===== config.mk =====
export PLATFORM = sky130hd
export DESIGN_NAME = hsv_to_rgb_converter_top
export DESIGN_NICKNAME = d
export VERILOG_FILES = /design/src/rtl/core/hsv_pkg.sv /design/src/rtl/core/hsv_div.sv /design/src/rtl/core/hsv_to_rgb_converter_top.sv
export SDC_FILE = /design/constraint.sdc
export NUM_CORES = 2
export LEC_CHECK = 0
export BUFFER_PORTS_ARGS = -buffer_cell sky130_fd_sc_hd__buf_4
export CORE_MARGIN = 5
export CORE_UTILIZATION = 54
export CTS_BUF_LIST = sky130_fd_sc_hd__clkbuf_16
export DETAILED_ROUTE_END_ITERATION = 12
export HOLD_SLACK_MARGIN = 0.15
export PLACE_DENSITY_LB_ADDON = 0.3
export SLEW_MARGIN = 10
export SYNTH_ARGS = -nofsm -noshare
export SYNTH_HDL_FRONTEND = slang
export SYNTH_HIERARCHICAL = 1
export SYNTH_SLANG_ARGS = --single-unit

===== constraint.sdc =====
create_clock -name clk -period 9.6 [get_ports clk]
set_clock_uncertainty 0.2 [all_clocks]
set_input_delay 1.92 -clock clk [delete_from_list [all_inputs] [get_ports clk]]
set_output_delay 1.92 -clock clk [all_outputs]
set_load 0.01 [all_outputs]

===== src/rtl/core/hsv_pkg.sv =====
// Shared types and constants for the HSV to RGB converter.
// No dependencies; used by every file under rtl/core.
package hsv_pkg;

  localparam int unsigned DIV_STAGES = 8;
  localparam int unsigned LATENCY    = 4 + DIV_STAGES;
  localparam int unsigned NUM_W      = 30;
  localparam int unsigned DEN_W      = 22;
  localparam int unsigned SEL_W      = 14;
  localparam int unsigned PROD_W     = 22;
  localparam int unsigned CFG_IDX_W  = 3;
  localparam logic [7:0]  FULL_RESET = 8'd255;

  localparam logic [CFG_IDX_W-1:0] REG_SAT_FULL   = 3'd0;
  localparam logic [CFG_IDX_W-1:0] REG_VAL_FULL   = 3'd1;
  localparam logic [CFG_IDX_W-1:0] REG_RED_FULL   = 3'd2;
  localparam logic [CFG_IDX_W-1:0] REG_GREEN_FULL = 3'd3;
  localparam logic [CFG_IDX_W-1:0] REG_BLUE_FULL  = 3'd4;

  typedef struct packed {
    logic [8:0] hue;
    logic [7:0] sat;
    logic [7:0] val;
  } hsv_t;

  typedef struct packed {
    logic [7:0] red;
    logic [7:0] green;
    logic [7:0] blue;
  } rgb_t;

endpackage


===== src/rtl/core/hsv_div.sv =====
// Pipelined restoring divider, three numerators over one shared divisor.
// Depends on hsv_pkg; quotients are known to fit in 8 bits.
module hsv_div (
  input  logic                          clk,
  input  logic                          rst,
  input  logic                          in_valid,
  input  logic [hsv_pkg::NUM_W-1:0]     num [3],
  input  logic [hsv_pkg::DEN_W-1:0]     den,
  output logic                          out_valid,
  output logic [7:0]                    quo [3]
);

  localparam int unsigned N = hsv_pkg::DIV_STAGES;

  logic                      vld [N+1];
  logic [hsv_pkg::NUM_W-1:0] rem [N+1][3];
  logic [hsv_pkg::DEN_W-1:0] dd  [N+1];
  logic [7:0]                q   [N+1][3];

  assign vld[0] = in_valid;
  assign dd[0]  = den;
  for (genvar c = 0; c < 3; c++) begin : g_in
    assign rem[0][c] = num[c];
    assign q[0][c]   = 8'd0;
  end

  for (genvar i = 0; i < N; i++) begin : g_stage
    localparam int unsigned SH = N - 1 - i;
    logic [hsv_pkg::NUM_W:0] dsh;
    assign dsh = {{(hsv_pkg::NUM_W + 1 - hsv_pkg::DEN_W){1'b0}}, dd[i]} << SH;

    always_ff @(posedge clk) begin
      if (rst) begin
        vld[i+1] <= 1'b0;
      end else begin
        vld[i+1] <= vld[i];
      end
    end

    always_ff @(posedge clk) begin
      dd[i+1] <= dd[i];
    end

    for (genvar c = 0; c < 3; c++) begin : g_ch
      logic take;
      assign take = {1'b0, rem[i][c]} >= dsh;
      always_ff @(posedge clk) begin
        rem[i+1][c] <= take ? rem[i][c] - dsh[hsv_pkg::NUM_W-1:0] : rem[i][c];
        q[i+1][c]   <= q[i][c] | (take ? (8'd1 << SH) : 8'd0);
      end
    end
  end

  assign out_valid = vld[N];
  for (genvar c = 0; c < 3; c++) begin : g_out
    assign quo[c] = q[N][c];
  end

endmodule


===== src/rtl/core/hsv_to_rgb_converter_top.sv =====
// HSV to RGB converter top level: configuration registers, front stages
// and the shared divider. Depends on hsv_pkg and hsv_div.
//
// Takes one pixel word per clock when start is high; busy is always low, so
// a word is never refused. Each result appears on rgb for exactly one cycle
// with done high, after four front stages (clamp and sector split, term
// numerators, two multiply stages) and eight divider stages, one quotient
// bit each. The receiver cannot stall, and none is needed. Configuration
// writes are always ready; write the full-scale registers only while no
// pixel is in flight.
module hsv_to_rgb_converter_top (
  input  logic                              clk,
  input  logic                              rst,
  input  logic                              start,
  output logic                              busy,
  input  hsv_pkg::hsv_t                     hsv,
  output logic                              done,
  output hsv_pkg::rgb_t                     rgb,
  input  logic                              cfg_valid,
  output logic                              cfg_ready,
  input  logic [hsv_pkg::CFG_IDX_W-1:0]     cfg_index,
  input  logic [7:0]                        cfg_data
);

  logic [7:0] sat_full, val_full, red_full, green_full, blue_full;

  assign busy      = 1'b0;
  assign cfg_ready = 1'b1;

  // Register file; unknown indexes drop the word.
  always_ff @(posedge clk) begin
    if (rst) begin
      sat_full   <= hsv_pkg::FULL_RESET;
      val_full   <= hsv_pkg::FULL_RESET;
      red_full   <= hsv_pkg::FULL_RESET;
      green_full <= hsv_pkg::FULL_RESET;
      blue_full  <= hsv_pkg::FULL_RESET;
    end else if (cfg_valid) begin
      unique case (cfg_index)
        hsv_pkg::REG_SAT_FULL:   sat_full   <= cfg_data;
        hsv_pkg::REG_VAL_FULL:   val_full   <= cfg_data;
        hsv_pkg::REG_RED_FULL:   red_full   <= cfg_data;
        hsv_pkg::REG_GREEN_FULL: green_full <= cfg_data;
        hsv_pkg::REG_BLUE_FULL:  blue_full  <= cfg_data;
        default: ;
      endcase
    end
  end

  // Stage 1: clamp, split hue into sector and remainder of 60.
  logic [3:0] q60;
  logic [2:0] sector_next;
  logic [5:0] m_next;
  logic [8:0] base60;

  always_comb begin
    q60 = 4'd0;
    for (int j = 1; j <= 8; j++) begin
      if (hsv.hue >= 9'(60 * j)) q60 = 4'(j);
    end
    sector_next = (q60 >= 4'd6) ? 3'(q60 - 4'd6) : q60[2:0];
    base60      = 9'(q60 * 6'd60);
    m_next      = 6'(hsv.hue - base60);
  end

  logic       v1;
  logic [2:0] sector1;
  logic [5:0] m1;
  logic [7:0] s1, val1;

  always_ff @(posedge clk) begin
    if (rst) v1 <= 1'b0;
    else     v1 <= start;
  end

  always_ff @(posedge clk) begin
    sector1 <= sector_next;
    m1      <= m_next;
    s1      <= (hsv.sat > sat_full) ? sat_full : hsv.sat;
    val1    <= (hsv.val > val_full) ? val_full : hsv.val;
  end

  // Stage 2: numerators of p, q, t and v over 60*S; pick by sector.
  logic [hsv_pkg::SEL_W-1:0] nv, np, nq, nt;
  logic [hsv_pkg::SEL_W-1:0] sel_next [3];
  logic                      gray1, zero1;

  always_comb begin
    nv    = hsv_pkg::SEL_W'(sat_full * 6'd60);
    np    = hsv_pkg::SEL_W'((sat_full - s1) * 6'd60);
    nq    = nv - hsv_pkg::SEL_W'(s1 * m1);
    nt    = nv - hsv_pkg::SEL_W'(s1 * (6'd60 - m1));
    gray1 = (s1 == 8'd0);
    zero1 = (val1 == 8'd0);
    unique case (sector1)
      3'd0:    begin sel_next[0] = nv; sel_next[1] = nt; sel_next[2] = np; end
      3'd1:    begin sel_next[0] = nq; sel_next[1] = nv; sel_next[2] = np; end
      3'd2:    begin sel_next[0] = np; sel_next[1] = nv; sel_next[2] = nt; end
      3'd3:    begin sel_next[0] = np; sel_next[1] = nq; sel_next[2] = nv; end
      3'd4:    begin sel_next[0] = nt; sel_next[1] = np; sel_next[2] = nv; end
      default: begin sel_next[0] = nv; sel_next[1] = np; sel_next[2] = nq; end
    endcase
    // Gray: plain v*full/val_full.
    if (gray1) begin
      for (int k = 0; k < 3; k++) sel_next[k] = hsv_pkg::SEL_W'(1);
    end
  end

  logic                      v2, gray2, zero2;
  logic [hsv_pkg::SEL_W-1:0] sel2 [3];
  logic [hsv_pkg::SEL_W-1:0] den60_2;
  logic [7:0]                val2;

  always_ff @(posedge clk) begin
    if (rst) v2 <= 1'b0;
    else     v2 <= v1;
  end

  always_ff @(posedge clk) begin
    for (int k = 0; k < 3; k++) sel2[k] <= sel_next[k];
    den60_2 <= nv;
    val2    <= val1;
    gray2   <= gray1;
    zero2   <= zero1;
  end

  // Stage 3: v * numerator, and the full divisor.
  logic                       v3;
  logic [hsv_pkg::PROD_W-1:0] prod3 [3];
  logic [hsv_pkg::DEN_W-1:0]  den3;

  always_ff @(posedge clk) begin
    if (rst) v3 <= 1'b0;
    else     v3 <= v2;
  end

  always_ff @(posedge clk) begin
    for (int k = 0; k < 3; k++) begin
      prod3[k] <= zero2 ? '0 : hsv_pkg::PROD_W'(val2 * sel2[k]);
    end
    // A zero pixel gets divisor one so the quotient stays zero.
    if (zero2)      den3 <= hsv_pkg::DEN_W'(1);
    else if (gray2) den3 <= hsv_pkg::DEN_W'(val_full);
    else            den3 <= hsv_pkg::DEN_W'(den60_2 * val_full);
  end

  // Stage 4: scale by each channel's full scale.
  logic                      v4;
  logic [hsv_pkg::NUM_W-1:0] num4 [3];
  logic [hsv_pkg::DEN_W-1:0] den4;

  always_ff @(posedge clk) begin
    if (rst) v4 <= 1'b0;
    else     v4 <= v3;
  end

  always_ff @(posedge clk) begin
    num4[0] <= hsv_pkg::NUM_W'(prod3[0] * red_full);
    num4[1] <= hsv_pkg::NUM_W'(prod3[1] * green_full);
    num4[2] <= hsv_pkg::NUM_W'(prod3[2] * blue_full);
    den4    <= den3;
  end

  // Stages 5 to 12: one quotient bit per stage.
  logic [7:0] quo [3];

  hsv_div u_div (
    .clk       (clk),
    .rst       (rst),
    .in_valid  (v4),
    .num       (num4),
    .den       (den4),
    .out_valid (done),
    .quo       (quo)
  );

  assign rgb.red   = quo[0];
  assign rgb.green = quo[1];
  assign rgb.blue  = quo[2];

endmodule


# --- Word level (Yosys, flattened, before mapping) ---
# Memories as Yosys holds them, arrays and structs flattened.
# Cells that the tools add are included.
op_classes:
  n_addsub: 27
  mul: 12
  div: 0
  order_cmp: 35
  n_eq_ne: 8
  shifts: 0
  mux: 62
  n_bitwise: 21
  n_reduce_logical: 10
ops:
  columns: ["cell", "n"]
  rows:
  - ["$mux W30", 21]
  - ["$pmux W42 S5", 1]
  - ["$or A8 B8 Y8", 20]
  - ["$ge A30 B22 Y1", 3]
  - ["$ge A30 B23 Y1", 3]
  - ["$ge A30 B24 Y1", 3]
  - ["$ge A30 B25 Y1", 3]
  - ["$ge A30 B26 Y1", 3]
  - ["$ge A30 B27 Y1", 3]
  - ["$ge A30 B28 Y1", 3]
  - ["$ge A30 B29 Y1", 3]
  - ["$mul A22 B8 Y30", 3]
  - ["$sub A30 B23 Y30", 3]
  - ["$sub A30 B24 Y30", 3]
  - ["$sub A30 B25 Y30", 3]
  - ["$sub A30 B26 Y30", 3]
  - ["$sub A30 B27 Y30", 3]
  - ["$sub A30 B28 Y30", 3]
  - ["$sub A30 B29 Y30", 3]
  - ["$mul A8 B14 Y22", 3]
  - ["$mux W22", 3]
  - ["$mux W8", 6]
  - ["$mux W42", 1]
  - ["$mux W4", 10]
  - ["31 further kinds", 62]
word_totals:
  regBits: 1209
  latchBits: 0
  mem_bits_rw: 108
  rom_bits: 0
  inputBits: 40
  out_inout_bits: 27
  mem_count: 2
mem_list:
  columns: ["memory", "words", "word_bits", "rd", "rd_ports_with_merged_regs", "write_ports", "line", "text"]
  rows:
  - ["prod3", 3, 22, 3, 0, 3, "hsv_to_rgb_converter_top.sv:129", "logic [hsv_pkg::PROD_W-1:0] prod3 [3];"]
  - ["sel2", 3, 14, 3, 0, 3, "hsv_to_rgb_converter_top.sv:110", "logic [hsv_pkg::SEL_W-1:0] sel2 [3];"]

# --- Depth between registers and ports, before layout ---
depth:
  word_depth: 11
  ltp_mapped: 27

# --- Modules after synthesis ---
# Netlist, hierarchy kept.
by_module_without_submodules:
  columns: ["module", "instances", "cells_per_inst", "area_each_um2"]
  rows:
  - ["hsv_div", 1, 5558, 49234.7]
  - ["hsv_to_rgb_converter_top", 1, 4963, 44441.4]

# --- Least setup slack after synthesis ---
# No wires, ideal clock.
synth_path:
  kind: "register -> register"
  startpoint: "reg sat_full[0]"
  endpoint: "mem sel2[0][27] (netlist name)"
  arrival_ps: 6298
  required_ps: 9313
  path_slack_ps: 3015
  stages_incl_launch_ff: 23
  path_buffers: 0
  period_less_slack_ps: 6585
  cell_sequence: "dfxtp_1 -> fa_1 -> fa_1 -> inv_1 -> fa_1 -> xor2_1 -> inv_1 -> fa_1 -> fa_1 -> inv_1 -> fa_1 -> fa_1 -> inv_1 -> ha_1 -> o21a_1 -> o21a_1 -> o32ai_1 -> a21oi_1 -> a211oi_1 -> xnor2_1 -> o21ai_0 -> o32ai_1 -> o31ai_1"
synth_rtl:
  columns: ["item", "line", "text"]
  rows:
  - ["start: declaration", "hsv_to_rgb_converter_top.sv:25", "logic [7:0] sat_full, val_full, red_full, green_full, blue_full;"]
  - ["start signal: assignment", "hsv_to_rgb_converter_top.sv:33", "sat_full <= hsv_pkg::FULL_RESET;"]
  - ["start signal: assignment", "hsv_to_rgb_converter_top.sv:40", "hsv_pkg::REG_SAT_FULL: sat_full <= cfg_data;"]
  - ["end: declaration", "hsv_to_rgb_converter_top.sv:110", null]

==> results.yml <==
outcome:
  outcome: "complete, no violations"
detailed_routing:
  vias: 75497
  viasPerCell: 5.81
  drtAntennaViolNets: 0
  drc: 0
  drtPass1Iterations: 6
  post_drt_wl_per_cell_um: 20.7
  wirelength_um: 269000
  drt_iter0_markers: 5863
grt:
  grt_usage: 0.293
  antenna_found_initial: 4
  grt_pass1_wl_um: 419000
  grt_overflow: 0
  grt_pass1_vias: 75075
  grt_max_degree: 57
yosys:
  syn-cell-area_mm2: 0.0937
  async_reset_ff_frac: 0
  ys.flop_type: "dfxtp_1"
  synth.largest_area_cell: "dfxtp_1"
  ys_seq_area_frac: 0.264
  synth_area_leaders: "dfxtp_1 (26%), fa_1 (16%), ha_1 (13%)"
  synth_edf_count: 0
  ys_ff_latch: 1233
  synth_cell_types: 98
  synthMostInstantiatedCell: "dfxtp_1"
  avgSynthCellArea_um2: 8.90
  synth_nets: 12285
  ys_top_cells_by_count: "dfxtp_1 (1,233), nand2_1 (1,162), inv_1 (1,109)"
  netlist_instances: 10521
  yosys_warnings: 6
  yosysTopAreaCellShare: 0.264
timing:
  finalSetupTns_ns: 0
  rsz0062_at_grt: "false"
  relSlewSlack: 0.246
  setup_viol: 0
  period_needed_ns: 7.48
  timing_worst_slew_pin_value_ns: 1.13
  final_hold_viol_count: 0
  finalCritPeriodShare: 0.779
  fmax_mhz: 134
  drv_slew: 0
setup_path:
  arrival_ns: 7.97
  startpoint: "sat_full[0]$_SDFFE_PP1P_"
  crit_type: "reg2reg"
  start_kind: "flop"
  r2r_start: "sat_full[0]$_SDFFE_PP1P_"
  critPathMaxFanout: 10
  endpoint_kind: "flop"
  worst_ep_required_time_ns: 10.09
cells_and_area:
  synthToLayoutAreaGrowth_pct: 8.65
  multi_input_area_mm2: 0.0636
  fin_nets: 12326
  seqCellArea_mm2: 0.0247
  post-route-util: 0.591
  nFillCells: 15074
  drive_above_1_share: 0.0484
floorplanning:
  start_util: 0.544
  std_cell_rows: 152
  die-area_mm2: 0.182
  core_area_mm2: 0.172
  fp.dieH_um: 427
  io_pins: 67
  die-width_um: 427
run:
  maxCapViolations: 0
clock_network:
  cts_tree: "yes"
  post_cts_resize_count: 0
  numCtsBuffers: 140
  clk_path_buf_depth: 3
  cts-htree-levels: 4
  clk_latency_ns: 0.80
  clk_pin_slew_ns: 0.07
  cts_hold_buf: 102
  post-cts-setup-buffer-count: 0
  clock-root-buffer: "clkbuf_16"
  cts_sinks: 1233
place:
  gp_congestion: 0.965
  place_hpwl_um: 218000
  port_buffers: 64
worst_hold_path:
  hp-start: "den3[8]$_SDFF_PP0_"
  min_path_type: "reg2reg"
path summary, 6_finish.rpt:
check,cells after the start,to,slack [ns]
setup reg to reg,22,sel2[0][41]$_SDFF_PP0_,2.12
hold / removal,0,den4[8]$_DFF_P_,0.14
hold reg to reg,0,den4[8]$_DFF_P_,0.14
setup / recovery,22,sel2[0][41]$_SDFF_PP0_,2.12
cells in the final DEF (no fill, tap or decap), types with 151 or more instances in the layout:
cell	n
a21o_1	235
a21oi_1	680
and2_1	535
dfxtp_1	1232
fa_1	761
ha_1	963
inv_1	1125
nand2_1	1162
nor2_1	618
nor3_1	151
o21ai_0	532
xnor2_1	353
xor2_1	265
flip-flops by register name, summed over array words and instances, names as in the netlist, 3 cells and up:
name and count:
num4 90, green_full 8, val1 8, sel2 42
u_div/vld 7, u_div/quo 24, u_div/dd 154, prod3 66
val_full 8, den4 22, u_div/q 84, val2 8
s1 8, den3 22, red_full 8, u_div/rem 630
blue_full 8, sat_full 8, m1 6, den60_2 12
sector1 3
metal layers:
layer  vias to the layer above  track usage  wire length (µm)
li1                      35538            -                 -
met1                     36785        0.361            109000
met2                      2494        0.502            129000
met3                       680       0.0381             14400
met4                         0        0.153             16500
met5                         -            0                 0
critical path, stage by stage (launching register included):
cell	delay, ns
dfxtp_1	0.69
fa_1	0.57
fa_1	0.55
inv_1	0.06
fa_1	0.44
xor2_1	0.47
inv_1	0.22
fa_1	0.54
fa_1	0.52
inv_1	0.06
fa_1	0.49
fa_1	0.49
inv_1	0.04
ha_1	0.34
o21a_1	0.21
o21a_1	0.16
o32ai_1	0.12
a21oi_1	0.13
a211oi_1	0.28
xnor2_1	0.17
o21ai_0	0.26
nand2_1	0.08
a311oi_1	0.31
layout make-up:
type / instances / share of cell area
Sequential cell: 1233 / 0.243
Multi-Input combinational cell: 7870 / 0.625
Antenna cell: 2 / 0.0000492
Inverter: 1115 / 0.0411
Tap cell: 2310 / 0.0284
Timing Repair Buffer: 202 / 0.0174
Clock inverter: 109 / 0.00992
Clock buffer: 143 / 0.0352
cells by family after synthesis:
family	after synthesis	synth area share
AND/OR/NAND/NOR	3181	0.165
AO/OA/AOI/OAI	2213	0.149
adder cells (fa/ha/maj)	1725	0.291
buffers and inverters	1418	0.0582
flip-flops	1233	0.264
XOR/XNOR	618	0.0578
multiplexers	131	0.0157
other	2	0.0000802
per-stage QoR:
step | worst slack [ns] | cells | hold slack, ns | area, µm²
floorplan | 3.01 | 10521 | 0.110 | 93700
global placement | 2.22 | 12628 | 0.110 | 96200
detailed placement | 2.15 | 12628 | 0.112 | 96200
CTS | 2.14 | 12982 | 0.151 | 102000
global route | 1.69 | 12982 | 0.155 | 102000
finish | 2.12 | 12984 | 0.144 | 102000
Power is left out: the tool's default activity adds up to more than one toggle a clock period on the data nets, which glitch-free logic cannot reach.
